==> src/design/wildcard_glob_matcher_defines.svh <==
// Assertion macros for the wildcard glob matcher.
`ifndef WILDCARD_GLOB_MATCHER_DEFINES_SVH
`define WILDCARD_GLOB_MATCHER_DEFINES_SVH

// Same-cycle implication, checked out of reset.
`define WGM_ASSERT_IMPL(name, ante, cons) \
    name: assert property (@(posedge i_clk) disable iff (!i_rst_n) (ante) |-> (cons)) \
        else $error("wgm: %m check failed");

// Next-cycle implication, checked out of reset.
`define WGM_ASSERT_NEXT(name, ante, cons) \
    name: assert property (@(posedge i_clk) disable iff (!i_rst_n) (ante) |=> (cons)) \
        else $error("wgm: %m check failed");

`endif

==> src/design/wgm_pkg.sv <==
// Shared types, constants and helpers for the wildcard glob matcher.
`default_nettype none

package wgm_pkg;

    localparam int MASK_LEN_DEF  = 16;
    localparam int CHAR_W        = 8;
    localparam int MASK_LENGTH_W = 5;
    localparam int APB_ADDR_W    = 5;
    localparam int APB_DATA_W    = 64;
    localparam int QUEUE_DEPTH   = 2;

    localparam logic [CHAR_W-1:0] STAR_CHAR     = 8'h2A;
    localparam logic [CHAR_W-1:0] QUESTION_CHAR = 8'h3F;
    localparam logic [CHAR_W-1:0] UPPER_A       = 8'h41;
    localparam logic [CHAR_W-1:0] UPPER_Z       = 8'h5A;
    localparam logic [CHAR_W-1:0] CASE_OFFSET   = 8'h20;

    typedef enum logic [1:0] {
        REG_MASK_LOW    = 2'd0,
        REG_MASK_HIGH   = 2'd1,
        REG_MASK_LENGTH = 2'd2,
        REG_CASE_FOLD   = 2'd3
    } t_reg_idx;

    typedef struct packed {
        logic rearm;      // set in the cycle after any register write
        logic case_fold;
    } t_cfg_ctl;

    typedef struct packed {
        logic full;
        logic empty;
    } t_q_flags;

    // ASCII upper case to lower case when folding is enabled.
    function automatic logic [CHAR_W-1:0] fold_char(input logic [CHAR_W-1:0] c,
                                                    input logic en);
        logic is_upper;
        is_upper = (c >= UPPER_A) && (c <= UPPER_Z);
        return (en && is_upper) ? (c + CASE_OFFSET) : c;
    endfunction

endpackage

`default_nettype wire

==> src/design/wgm_cfg.sv <==
// Configuration registers, APB access and derived mask vectors.
`default_nettype none

module wgm_cfg #(
    parameter int MASK_LEN = 16
) (
    input  wire logic                             i_clk,
    input  wire logic                             i_rst_n,
    input  wire logic                             psel,
    input  wire logic                             penable,
    input  wire logic                             pwrite,
    input  wire logic [wgm_pkg::APB_ADDR_W-1:0]   paddr,
    input  wire logic [wgm_pkg::APB_DATA_W-1:0]   pwdata,
    output logic      [wgm_pkg::APB_DATA_W-1:0]   prdata,
    output logic                                  pready,
    output wgm_pkg::t_cfg_ctl                     o_ctl,
    output logic [MASK_LEN*wgm_pkg::CHAR_W-1:0]   o_chars,   // folded mask characters
    output logic [MASK_LEN-1:0]                   o_lit,     // literal compare enabled
    output logic [MASK_LEN-1:0]                   o_any,     // '?' in use
    output logic [MASK_LEN-1:0]                   o_star,    // '*' in use
    output logic [MASK_LEN:0]                     o_accept   // one-hot final position
);
    import wgm_pkg::*;

    localparam int LEN_W = $clog2(MASK_LEN + 1);

    logic [APB_DATA_W-1:0]    r_mask_low,    n_mask_low;
    logic [APB_DATA_W-1:0]    r_mask_high,   n_mask_high;
    logic [MASK_LENGTH_W-1:0] r_mask_length, n_mask_length;
    logic                     r_case_fold,   n_case_fold;
    logic                     r_rearm;
    logic                     wr;
    t_reg_idx                 idx;
    logic [LEN_W-1:0]         len_eff;
    logic [MASK_LEN-1:0]      len_mask;

    assign wr     = psel && penable && pwrite;
    assign idx    = t_reg_idx'(paddr[4:3]);
    assign pready = 1'b1;

    always_comb begin
        n_mask_low    = r_mask_low;
        n_mask_high   = r_mask_high;
        n_mask_length = r_mask_length;
        n_case_fold   = r_case_fold;
        if (wr) begin
            unique case (idx)
                REG_MASK_LOW:    n_mask_low    = pwdata;
                REG_MASK_HIGH:   n_mask_high   = pwdata;
                REG_MASK_LENGTH: n_mask_length = pwdata[MASK_LENGTH_W-1:0];
                REG_CASE_FOLD:   n_case_fold   = pwdata[0];
            endcase
        end
    end

    always_ff @(posedge i_clk) begin
        if (!i_rst_n) begin
            r_mask_low    <= '0;
            r_mask_high   <= '0;
            r_mask_length <= '0;
            r_case_fold   <= 1'b0;
            r_rearm       <= 1'b0;
        end else begin
            r_mask_low    <= n_mask_low;
            r_mask_high   <= n_mask_high;
            r_mask_length <= n_mask_length;
            r_case_fold   <= n_case_fold;
            r_rearm       <= wr;
        end
    end

    always_comb begin
        unique case (idx)
            REG_MASK_LOW:    prdata = r_mask_low;
            REG_MASK_HIGH:   prdata = r_mask_high;
            REG_MASK_LENGTH: prdata = APB_DATA_W'(r_mask_length);
            REG_CASE_FOLD:   prdata = APB_DATA_W'(r_case_fold);
        endcase
    end

    assign o_ctl.rearm     = r_rearm;
    assign o_ctl.case_fold = r_case_fold;

    // Lengths past the mask capacity clamp to the capacity.
    assign len_eff = (r_mask_length > MASK_LENGTH_W'(MASK_LEN)) ? LEN_W'(MASK_LEN)
                                                                : r_mask_length[LEN_W-1:0];

    for (genvar g = 0; g < MASK_LEN; g++) begin : g_pos
        logic [CHAR_W-1:0] raw;
        if (g < 8) begin : g_low
            assign raw = r_mask_low[CHAR_W*g +: CHAR_W];
        end else begin : g_high
            assign raw = r_mask_high[CHAR_W*(g-8) +: CHAR_W];
        end
        assign len_mask[g]                   = LEN_W'(g) < len_eff;
        assign o_chars[CHAR_W*g +: CHAR_W]   = fold_char(raw, r_case_fold);
        assign o_star[g]                     = len_mask[g] && (raw == STAR_CHAR);
        assign o_any[g]                      = len_mask[g] && (raw == QUESTION_CHAR);
        assign o_lit[g]                      = len_mask[g] && (raw != STAR_CHAR);
    end

    for (genvar g = 0; g <= MASK_LEN; g++) begin : g_acc
        assign o_accept[g] = (len_eff == LEN_W'(g));
    end

endmodule

`default_nettype wire

==> src/design/wgm_front.sv <==
// Front end: takes input transactions and classifies each byte against the mask.
`default_nettype none

module wgm_front #(
    parameter int MASK_LEN = 16
) (
    input  wire logic                             i_valid,
    output logic                                  o_stall,
    input  wire logic [wgm_pkg::CHAR_W-1:0]       i_char_value,
    input  wire logic                             i_end_of_string,
    input  wire logic                             i_cfg_busy,
    input  wire wgm_pkg::t_cfg_ctl                i_ctl,
    input  wire logic [MASK_LEN*wgm_pkg::CHAR_W-1:0] i_chars,
    input  wire logic [MASK_LEN-1:0]              i_lit,
    input  wire logic [MASK_LEN-1:0]              i_any,
    input  wire wgm_pkg::t_q_flags                i_q_flags,
    output logic                                  o_push,
    output logic [MASK_LEN:0]                     o_entry   // {end_of_string, hit vector}
);
    import wgm_pkg::*;

    logic [CHAR_W-1:0]   c_fold;
    logic [MASK_LEN-1:0] hit;

    // Hold off input while the queue is full, during a register access and in the rearm cycle after a write.
    assign o_stall = i_q_flags.full || i_cfg_busy || i_ctl.rearm;
    assign o_push  = i_valid && !o_stall;

    assign c_fold = fold_char(i_char_value, i_ctl.case_fold);

    always_comb begin
        for (int i = 0; i < MASK_LEN; i++) begin
            hit[i] = i_any[i] || (i_lit[i] && (i_chars[CHAR_W*i +: CHAR_W] == c_fold));
        end
    end

    assign o_entry = {i_end_of_string, hit};

endmodule

`default_nettype wire

==> src/design/wgm_queue.sv <==
// Short FIFO between the front end and the back end.
`default_nettype none

module wgm_queue #(
    parameter int W = 17
) (
    input  wire logic          i_clk,
    input  wire logic          i_rst_n,
    input  wire logic          i_push,
    input  wire logic [W-1:0]  i_wr_data,
    input  wire logic          i_pop,
    output logic      [W-1:0]  o_rd_data,
    output wgm_pkg::t_q_flags  o_flags
);
    import wgm_pkg::*;

    localparam int PTR_W = (QUEUE_DEPTH > 1) ? $clog2(QUEUE_DEPTH) : 1;
    localparam int CNT_W = $clog2(QUEUE_DEPTH + 1);

    logic [W-1:0]     r_mem [QUEUE_DEPTH];
    logic [PTR_W-1:0] r_wr_ptr, n_wr_ptr;
    logic [PTR_W-1:0] r_rd_ptr, n_rd_ptr;
    logic [CNT_W-1:0] r_count,  n_count;

    function automatic logic [PTR_W-1:0] ptr_inc(input logic [PTR_W-1:0] p);
        return (p == PTR_W'(QUEUE_DEPTH - 1)) ? '0 : p + PTR_W'(1);
    endfunction

    always_comb begin
        n_wr_ptr = i_push ? ptr_inc(r_wr_ptr) : r_wr_ptr;
        n_rd_ptr = i_pop  ? ptr_inc(r_rd_ptr) : r_rd_ptr;
        n_count  = r_count + CNT_W'(i_push) - CNT_W'(i_pop);
    end

    always_ff @(posedge i_clk) begin
        if (!i_rst_n) begin
            r_wr_ptr <= '0;
            r_rd_ptr <= '0;
            r_count  <= '0;
        end else begin
            r_wr_ptr <= n_wr_ptr;
            r_rd_ptr <= n_rd_ptr;
            r_count  <= n_count;
        end
    end

    always_ff @(posedge i_clk) begin
        if (i_push) begin
            r_mem[r_wr_ptr] <= i_wr_data;
        end
    end

    assign o_rd_data     = r_mem[r_rd_ptr];
    assign o_flags.full  = (r_count == CNT_W'(QUEUE_DEPTH));
    assign o_flags.empty = (r_count == '0);

endmodule

`default_nettype wire

==> src/design/wgm_back.sv <==
// Back end: NFA live-position update and result register.
`default_nettype none

module wgm_back #(
    parameter int MASK_LEN = 16
) (
    input  wire logic                 i_clk,
    input  wire logic                 i_rst_n,
    input  wire logic [MASK_LEN:0]    i_entry,
    input  wire wgm_pkg::t_q_flags    i_q_flags,
    output logic                      o_pop,
    input  wire wgm_pkg::t_cfg_ctl    i_ctl,
    input  wire logic [MASK_LEN-1:0]  i_star,
    input  wire logic [MASK_LEN:0]    i_accept,
    output logic                      o_valid,
    input  wire logic                 i_stall,
    output logic                      o_matched
);
    import wgm_pkg::*;

    localparam int LIVE_W = MASK_LEN + 1;

    logic [LIVE_W-1:0]   r_live, n_live;
    logic                r_out_valid, n_out_valid;
    logic                r_matched, n_matched;
    logic                eos;
    logic [MASK_LEN-1:0] hit;
    logic [LIVE_W-1:0]   start_set;
    logic [LIVE_W-1:0]   step_set;

    // Star closure: a carry runs up each run of stars from any live star
    // position and lands on the first position past the run.
    function automatic logic [LIVE_W-1:0] closure(input logic [LIVE_W-1:0] x,
                                                  input logic [MASK_LEN-1:0] star);
        logic [LIVE_W-1:0] s;
        s = {1'b0, star};
        return x | ((s + (x & s)) ^ s);
    endfunction

    assign eos = i_entry[MASK_LEN];
    assign hit = i_entry[MASK_LEN-1:0];

    assign start_set = closure(LIVE_W'(1), i_star);
    // Star keeps its position; a hit advances by one.
    assign step_set  = closure({1'b0, r_live[MASK_LEN-1:0] & i_star}
                             | {r_live[MASK_LEN-1:0] & hit, 1'b0}, i_star);

    assign o_pop = !i_q_flags.empty && (!eos || !r_out_valid || !i_stall);

    always_comb begin
        n_live      = r_live;
        n_out_valid = r_out_valid;
        n_matched   = r_matched;
        priority if (i_ctl.rearm) begin
            n_live = start_set;
        end else if (o_pop) begin
            n_live = eos ? start_set : step_set;
        end
        if (o_pop && eos) begin
            n_out_valid = 1'b1;
            n_matched   = |(r_live & i_accept);
        end else if (!i_stall) begin
            n_out_valid = 1'b0;
        end
    end

    always_ff @(posedge i_clk) begin
        if (!i_rst_n) begin
            r_live      <= LIVE_W'(1);
            r_out_valid <= 1'b0;
        end else begin
            r_live      <= n_live;
            r_out_valid <= n_out_valid;
        end
    end

    always_ff @(posedge i_clk) begin
        r_matched <= n_matched;
    end

    assign o_valid   = r_out_valid;
    assign o_matched = r_matched;

endmodule

`default_nettype wire

==> src/design/wildcard_glob_matcher.sv <==
// Top level of the wildcard glob matcher: register port, front end, queue, back end.
//
//   channel   direction  handshake            payload
//   input     in         i_valid / o_stall    i_char_value, i_end_of_string
//   result    out        o_valid / i_stall    o_matched
//   config    in         APB psel/penable     paddr, pwdata -> prdata
//
// One byte per cycle sustained while o_stall is low. A byte is classified against
// all mask positions in the front end the cycle it is taken, queued, and the back
// end folds it into the live-position set on the next pop: one 17-bit star-closure
// add. An end-of-string result passes through the queue and the result register.
// A stalled result holds the back end only when the next entry is itself an
// end of string; bytes keep flowing until the two-entry queue fills.
// Synchronous reset; input held off during APB access and the rearm after a write.
`default_nettype none

`include "wildcard_glob_matcher_defines.svh"

module wildcard_glob_matcher #(
    parameter int MASK_LEN = wgm_pkg::MASK_LEN_DEF
) (
    input  wire logic                            i_clk,
    input  wire logic                            i_rst_n,
    // byte stream
    input  wire logic                            i_valid,
    output logic                                 o_stall,
    input  wire logic [wgm_pkg::CHAR_W-1:0]      i_char_value,
    input  wire logic                            i_end_of_string,
    // match result
    output logic                                 o_valid,
    input  wire logic                            i_stall,
    output logic                                 o_matched,
    // register port
    input  wire logic                            psel,
    input  wire logic                            penable,
    input  wire logic                            pwrite,
    input  wire logic [wgm_pkg::APB_ADDR_W-1:0]  paddr,
    input  wire logic [wgm_pkg::APB_DATA_W-1:0]  pwdata,
    output logic      [wgm_pkg::APB_DATA_W-1:0]  prdata,
    output logic                                 pready
);
    import wgm_pkg::*;

    t_cfg_ctl                     ctl;
    logic [MASK_LEN*CHAR_W-1:0]   chars;
    logic [MASK_LEN-1:0]          lit;
    logic [MASK_LEN-1:0]          any;
    logic [MASK_LEN-1:0]          star;
    logic [MASK_LEN:0]            accept;
    t_q_flags                     q_flags;
    logic                         q_push;
    logic                         q_pop;
    logic [MASK_LEN:0]            q_wr_entry;
    logic [MASK_LEN:0]            q_rd_entry;

    // Registers: mask bytes, length, case fold; derived per-position vectors.
    wgm_cfg #(
        .MASK_LEN (MASK_LEN)
    ) u_cfg (
        .i_clk    (i_clk),
        .i_rst_n  (i_rst_n),
        .psel     (psel),
        .penable  (penable),
        .pwrite   (pwrite),
        .paddr    (paddr),
        .pwdata   (pwdata),
        .prdata   (prdata),
        .pready   (pready),
        .o_ctl    (ctl),
        .o_chars  (chars),
        .o_lit    (lit),
        .o_any    (any),
        .o_star   (star),
        .o_accept (accept)
    );

    // Front end: each byte becomes a hit vector over mask positions.
    wgm_front #(
        .MASK_LEN (MASK_LEN)
    ) u_front (
        .i_valid         (i_valid),
        .o_stall         (o_stall),
        .i_char_value    (i_char_value),
        .i_end_of_string (i_end_of_string),
        .i_cfg_busy      (psel),
        .i_ctl           (ctl),
        .i_chars         (chars),
        .i_lit           (lit),
        .i_any           (any),
        .i_q_flags       (q_flags),
        .o_push          (q_push),
        .o_entry         (q_wr_entry)
    );

    wgm_queue #(
        .W (MASK_LEN + 1)
    ) u_queue (
        .i_clk     (i_clk),
        .i_rst_n   (i_rst_n),
        .i_push    (q_push),
        .i_wr_data (q_wr_entry),
        .i_pop     (q_pop),
        .o_rd_data (q_rd_entry),
        .o_flags   (q_flags)
    );

    // Back end: live set update; end of string reports and rearms.
    wgm_back #(
        .MASK_LEN (MASK_LEN)
    ) u_back (
        .i_clk     (i_clk),
        .i_rst_n   (i_rst_n),
        .i_entry   (q_rd_entry),
        .i_q_flags (q_flags),
        .o_pop     (q_pop),
        .i_ctl     (ctl),
        .i_star    (star),
        .i_accept  (accept),
        .o_valid   (o_valid),
        .i_stall   (i_stall),
        .o_matched (o_matched)
    );

    // Queue never written while full nor read while empty.
    `WGM_ASSERT_IMPL(a_no_overflow, q_push, !q_flags.full)
    `WGM_ASSERT_IMPL(a_no_underflow, q_pop, !q_flags.empty)
    // An end-of-string entry leaving the queue always yields a result.
    `WGM_ASSERT_NEXT(a_eos_gives_result, q_pop && q_rd_entry[MASK_LEN], o_valid)
    // No byte taken while a register access or rearm is under way.
    `WGM_ASSERT_IMPL(a_no_accept_in_cfg, i_valid && !o_stall, !psel && !ctl.rearm)

endmodule

`default_nettype wire
==> config.mk <==
export PLATFORM = sky130hd
export DESIGN_NAME = wildcard_glob_matcher
export DESIGN_NICKNAME = d
export VERILOG_FILES = /design/src/design/wgm_pkg.sv /design/src/design/wgm_cfg.sv /design/src/design/wgm_front.sv /design/src/design/wgm_queue.sv /design/src/design/wgm_back.sv /design/src/design/wildcard_glob_matcher.sv
export VERILOG_INCLUDE_DIRS = /design/src /design/src/design
export SDC_FILE = /design/constraint.sdc
export NUM_CORES = 1
export LEC_CHECK = 0
export BUFFER_PORTS_ARGS = -buffer_cell sky130_fd_sc_hd__buf_2
export CAP_MARGIN = 20
export CORE_MARGIN = 5
export CORE_UTILIZATION = 40
export CTS_BUF_LIST = sky130_fd_sc_hd__clkbuf_4
export CTS_CLUSTER_SIZE = 30
export DETAILED_ROUTE_END_ITERATION = 8
export SLEW_MARGIN = 10
export SYNTH_ARGS = -nofsm -noshare
export SYNTH_HDL_FRONTEND = slang
export SYNTH_HIERARCHICAL = 1
export SYNTH_SLANG_ARGS = --single-unit
==> constraint.sdc <==
create_clock -name i_clk -period 2.5 [get_ports i_clk]
set_input_delay 0.25 -clock i_clk [delete_from_list [all_inputs] [get_ports i_clk]]
set_output_delay 0.25 -clock i_clk [all_outputs]
set_load 0.005 [all_outputs]
# Word level (Yosys, flattened, before mapping)
# Memory sizes are Yosys's and may differ from the RTL's. A register that Yosys moved wholly into a read port is not among the register bits.
# Cells that the tools add are included.
# word_totals
regBits	158
ram_bits	34
input_bits	85
memories	1
# classes
addsub	23
magnitude_cmp	51
n_eq_ne	85
mux	30
bitwise_logic	9
reduce_logical	138
# mem_list
memory	words	word_bits	read_ports	rd_ports_with_merged_regs	wr	line_no	text
u_queue.r_mem	2	17	1	1	1	wgm_queue.sv:20	logic [W-1:0] r_mem [QUEUE_DEPTH];
# op_table
cell	n
8-bit by 6-bit equality test with 1-bit output, second input constant	32
64-bit one-hot mux with 4 select lines	1
8-bit by 6-bit adder with 8-bit output, second input constant	17
8-bit by 7-bit >= comparator with 1-bit output, second input constant	17
8-bit by 7-bit less-or-equal comparator with 1-bit output, second input constant	17
8-bit 2-to-1 mux	17
8-bit equality test	16
8-bit by 6-bit != test with 1-bit output, second input constant	16
1-bit logical AND	103
17-bit 2-to-1 mux	3
5-bit by 4-bit equality test with 1-bit output, second input constant	8
4-bit by 5-bit less-than comparator with 1-bit output, first input constant	8
17-bit by 16-bit bitwise XOR with 17-bit output	2
16-bit AND	2
5-bit by 3-bit equality test with 1-bit output, second input constant	4
1-bit logical OR	20
3-bit by 5-bit less-than comparator with 1-bit output, first input constant	4
16-bit by 1-bit adder with 17-bit output	1
16-bit by 17-bit adder with 17-bit output	1
17-bit by 16-bit AND with 17-bit output	1
17-bit AND	1
16-bit by 17-bit OR with 17-bit output	1
17-bit OR	1
17-bit OR reduction	1
other kinds (21)	42

# Longest topological paths before layout
# depth
word_depth	13
mapped_depth	14
depth_no_buf	12

# Cells and area by module
# The synthesis kept the hierarchy.
# modules_own_cells
module	n_inst	cells_each	area_per_inst_um2	seq_area_each_um2
wgm_cfg	1	1125	8921.1	2702.6
wgm_front	1	245	1959.4	0.0
wgm_back	1	272	1905.6	390.4
wgm_queue	1	74	1506.4	1121.1

# Worst setup path after synthesis
# OpenSTA, ideal clock, no wires.
# synth_path
path_type	reg2reg
start	reg u_cfg.r_mask_length[2]
end	reg u_back.r_live[12]
setup_time_ps	127
arrival_time_ps	2352
setup_slack_ps	21
path_stages_with_launch	13
n_path_buf	1
period_less_slack_ps	2479
path_cell_list	dfxtp_1 -> buf_2 -> or2_2 -> nor4_2 -> nor3_1 -> and2_1 -> ha_1 -> nor3_1 -> nand4_1 -> a31oi_1 -> o22ai_2 -> a311oi_1 -> o22ai_1
# synth_between
elab_chain_cells	13
word_cells_on_any_way	39
classes_between	add/sub (2); order compare (14); mux (4); bitwise (6); reduce/logical (13)
# synth_lines
element	line_no	text
from (decl)	wgm_cfg.sv:29	logic [MASK_LENGTH_W-1:0] r_mask_length, n_mask_length;
from (signal assigned)	wgm_cfg.sv:66	r_mask_length <= n_mask_length;
5-bit > comparator	wgm_cfg.sv:85	assign len_eff = (r_mask_length > MASK_LENGTH_W'(MASK_LEN)) ? LEN_W'(MASK_LEN)
5-bit 2-to-1 mux *	wgm_cfg.sv:85	
1-bit by 5-bit less-than comparator with 1-bit output *	wgm_cfg.sv:95	assign len_mask[g] = LEN_W'(g) < len_eff;
1-bit logical AND *	wgm_cfg.sv:97	assign o_star[g] = len_mask[g] && (raw == STAR_CHAR);
named net star[0]	wildcard_glob_matcher.sv:48	logic [MASK_LEN-1:0] star;
16-bit AND	wgm_back.sv:45	assign step_set = closure({1'b0, r_live[MASK_LEN-1:0] & i_star}
16-bit by 17-bit OR with 17-bit output	wgm_back.sv:46	| {r_live[MASK_LEN-1:0] & hit, 1'b0}, i_star);
17-bit by 16-bit AND with 17-bit output	wgm_back.sv:37	return x | ((s + (x & s)) ^ s);
16-bit by 17-bit adder with 17-bit output	wgm_back.sv:37	
17-bit by 16-bit bitwise XOR with 17-bit output	wgm_back.sv:37	
17-bit OR	wgm_back.sv:37	
17-bit 2-to-1 mux	wgm_back.sv:57	n_live = eos ? start_set : step_set;
17-bit 2-to-1 mux	wgm_back.sv:56	end else if (o_pop) begin
17-bit 2-to-1 mux *	wgm_back.sv:54	priority if (i_ctl.rearm) begin
to (signal assigned)	wgm_back.sv:72	r_live <= n_live;
to (decl)	wgm_back.sv:23	logic [LIVE_W-1:0] r_live, n_live;
# The timed path passes the listed nets; every way through them passes the cells marked *. The select of a mux whose other input is x is not followed.
# A chain may end at the register's enable or synchronous reset.

# Final worst setup path
# layout_path
start	reg u_cfg.r_mask_length[2]
end	reg u_back.r_live[16]
# The elaborated chain is that of the path after synthesis.

==> results by group <==
Route
  • M1 wire length: 21.7 mm
  • Routed vias/inst: 5.62
  • Total Wirelength: 47.9 mm
  • Routed wire length on met2: 22.3 mm
  • Topmost layer with routed signal wires: met4
  • Initial DRC count: 1,067
  • Met3 wire length: 2.64 mm
  • DRC viols: 0
  • Routed length per instance: 19.5 um
  • Pre-antenna DRT Iters: 6
  • DR vias: 13,800
  • Final ANT Viol Nets: 0

Power and ir drop
  • Cell area power density: 423 mW/mm^2
  • Overall Power: 7.43 mW
  • Max VDD drop: 0.000388 V
  • Leakage: 7.95 nW

Critical path
  • Cells along the critical path: nor4_4 -> or4_4 -> nor2_4 -> nand2_2 -> nor2_2 -> ha_2 -> nor3_2 -> nand4_1 -> a31oi_2 -> o22ai_2 -> buf_4 -> nand4_1 -> a21oi_1
  • Crit path DAT: 3.15 ns
  • Critical path depth in cells: 13
  • Slowest stage cell, crit path: or4_4
  • WS Path Type: reg -> reg
  • CP top delay family: simple AND/OR/NAND/NOR gates
  • Critical Path End Type: flip-flop
  • Crit Path Max Fanout: 6
  • CP startpoint kind: flip-flop
  • WP buf/inv: 1
  • R2R depth: 13
  • CP peak stage delay: 0.54 ns
  • CP dominant cell by count: nand4_1
  • Required @ worst endpoint: 3.09 ns

Yosys
  • Seq cells post-synth: 193
  • Share of Yosys cell area claimed by the top area cell type: 0.221
  • Post-synthesis sequential area ratio: 0.295
  • Leading area contributor after synthesis: dfxtp_1
  • Netlist Area Pre-Place: 0.0143 sq mm
  • Yosys warns: 6
  • Largest cells by area after synthesis: dfxtp_1 (22%), mux2i_1 (13%), edfxtp_1 (7.4%)
  • Syn Nets: 1,822
  • Most instantiated cells after synthesis: nand2_1 (248), mux2i_1 (192), dfxtp_1 (158), nor2_1 (147), buf_4 (100)
  • Avg Cell Area, Syn: 8.33 sq um
  • Main synth FF type: dfxtp_1
  • Async set-reset flop share out of synthesis: 0
  • Synth cell types: 92
  • Cells after synthesis: 1,716
  • Cell with the most instances after synthesis: nand2_1
  • Count of flip-flops with a built-in enable after synthesis: 35

STA
  • Final Hold Vio Count: 0
  • Final slew viol count: 0
  • PnR worst setup slack: -0.0595 ns
  • RSZ-0062 raised after global routing: yes
  • Slew headroom: 0.540
  • Fin crit period: 2.56 ns
  • Max Fclk: 391 MHz
  • Period utilization: 1.02
  • Setup Skew: 0.0393 ns
  • Final setup viols: 2
  • Slew at the pin closest to its max-slew limit: 0.690 ns

Place
  • Number of port buffers: 148
  • HPWL Detailed: 35.3 mm
  • Placed Instances: 2,353
  • Gpl congestion: 0.937

Clock network
  • Later-pin clock latency in the skew report: 0.65 ns
  • CTS Buf Count: 17
  • H-tree levels: 4
  • Clk sink count: 193
  • CTS tree: yes
  • Clock root cell: clkbuf_4
  • Largest buffer count on any clock path: 2
  • Clk pin slew, worst setup/hold paths: 0.17 ns

Cells and area
  • Fillcell total: 3,439
  • Share of layout cells above drive strength 1: 0.272
  • Total Nets Final: 2,092
  • Post-route insts no fill: 2,460
  • Area Overhead vs Synth: 23.0%

Global route
  • Pin count of the biggest net entering global routing: 73
  • First-pass GRT wire length: 75.0 mm
  • Initial antenna violation count: 1
  • Number of global-route vias before repair: 13,600
  • Remaining Overflow, GRT: 0
  • All-Layer GR Usage: 0.237

Run status
  • Status: finished, violations left
  • Failing checks: setup timing

Die
  • Chip width: 199 um
  • Ports: 153
  • Initial Utilization: 0.404
  • Die Ht: 199 um
  • # rows: 69
  • Core Region: 0.0354 sq mm
  • Die area: 0.0396 sq mm

Min path
  • Hold depth: 5
  • Worst hold path class: in -> reg

Flow run
  • Max Cap Viol: 0
[tightest hold or removal path: stages]
cell and delay, ns:
buf_2 0.09, inv_1 0.04, nor2_1 0.08, nor2b_1 0.13, o21a_1 0.11
[layout by cell type (no fill, tap or decap), drive strengths merged, types with 7 or more instances in the layout]
master / instances
dlygate4sd3: 68
or3: 19
xnor2: 36
a31o: 17
a2111o: 8
clkbuf: 18
nor2: 149
and3: 14
a31oi: 29
nor2b: 7
a22oi: 8
o31a: 15
a41o: 23
a21o: 18
xor2: 77
a21oi: 50
mux2: 17
ha: 21
dfxtp: 158
nand2: 248
and2: 10
nand3: 66
mux2i: 192
or4: 10
o41ai: 9
nand4: 19
nand2b: 12
nor4: 21
a221oi: 8
nor3: 42
o31ai: 11
a21boi: 7
buf: 367
o21ai: 36
o22ai: 7
edfxtp: 35
inv: 65
[worst paths after layout]
path | to | startpoint | slack [ns]
worst min register to register | u_back/o_valid$_SDFFE_PN0P_ | u_back/o_valid$_SDFFE_PN0P_ | 0.48
worst max register to register | u_back/r_live[16]$_SDFFE_PN0P_ | u_cfg/r_mask_length[2]$_SDFFE_PN0P_ | -0.06
worst min-delay path | u_queue/r_wr_ptr$_SDFFE_PN0P_ | i_valid | 0.09
worst max-delay path | u_back/r_live[16]$_SDFFE_PN0P_ | u_cfg/r_mask_length[2]$_SDFFE_PN0P_ | -0.06
[area by class of cell]
cell class                      count  area, sq um  area share
Timing Repair Buffer              435         3210       0.183
Clock buffer                       18          135     0.00769
Clock inverter                     13          111     0.00634
Multi-Input combinational cell   1280         9080       0.517
Antenna cell                        1         2.50    0.000142
Inverter                           59          221      0.0126
Tap cell                          461          577      0.0328
Sequential cell                   193         4240       0.241
[logic make-up (layout without fill, tap and decap cells)]
family,count (synthesis),in the layout,synth area share
compound gates,302,302,0.164
xor+xnor,114,114,0.0708
fa+ha+maj,21,21,0.0184
buf+inv,243,525,0.0966
flops,193,193,0.295
mux,210,210,0.152
other cells,1,2,0.000262
simple gates,632,632,0.203
[power breakdown]
| part | leakage, nW | internal (mW) | total, mW | switching (mW) |
|---|---|---|---|---|
| clock | 0.143 | 0.504 | 1.66 | 1.16 |
| sequential | 1.60 | 3.33 | 3.59 | 0.262 |
| combinational | 6.21 | 0.985 | 2.18 | 1.20 |
[metal layers]
metal | global-route usage | up-vias
li1 | - | 6601
met1 | 0.320 | 6708
met2 | 0.386 | 424
met4 | 0.0780 | 0
met3 | 0.0427 | 85
met5 | 0 | -
[metrics by stage]
step	TNS, ns	worst slack (ns)	hold slack, ns	cell area [sq um]	util
6_report	-0.0910	-0.0595	0.0895	17600	0.497
5_1_grt	-0.785	-0.182	0.0746	17600	0.497
4_1_cts	-0.00744	-0.00744	0.0294	17300	0.488
3_5_place_dp	-1.79	-0.282	0.452	16200	0.457
3_3_place_gp	-1.19	-0.238	0.450	16200	0.457
2_1_floorplan	0	0.0207	0.368	14300	-
[sequential cells by signal, indices dropped and copies added, names as in the netlist, 2 cells and up, named ones only]
| name | flops |
|---|---|
| u_cfg/r_mask_low | 64 |
| u_cfg/r_mask_length | 5 |
| u_cfg/r_mask_high | 64 |
| u_back/r_live | 17 |
| u_queue/r_count | 2 |
| u_queue/r_mem | 34 |
[repair_timing]
item / 4_1_cts / 5_1_grt
endpoints found under the setup margin: 13 / 22
hold endpoints to repair: 148 / 0
pin swaps: 7 / 28
buffers inserted: 1 / 6
resized for setup: 41 / 62
hold buffers: 68 / 0
No activity file was read; power rests on OpenSTA's default activity.
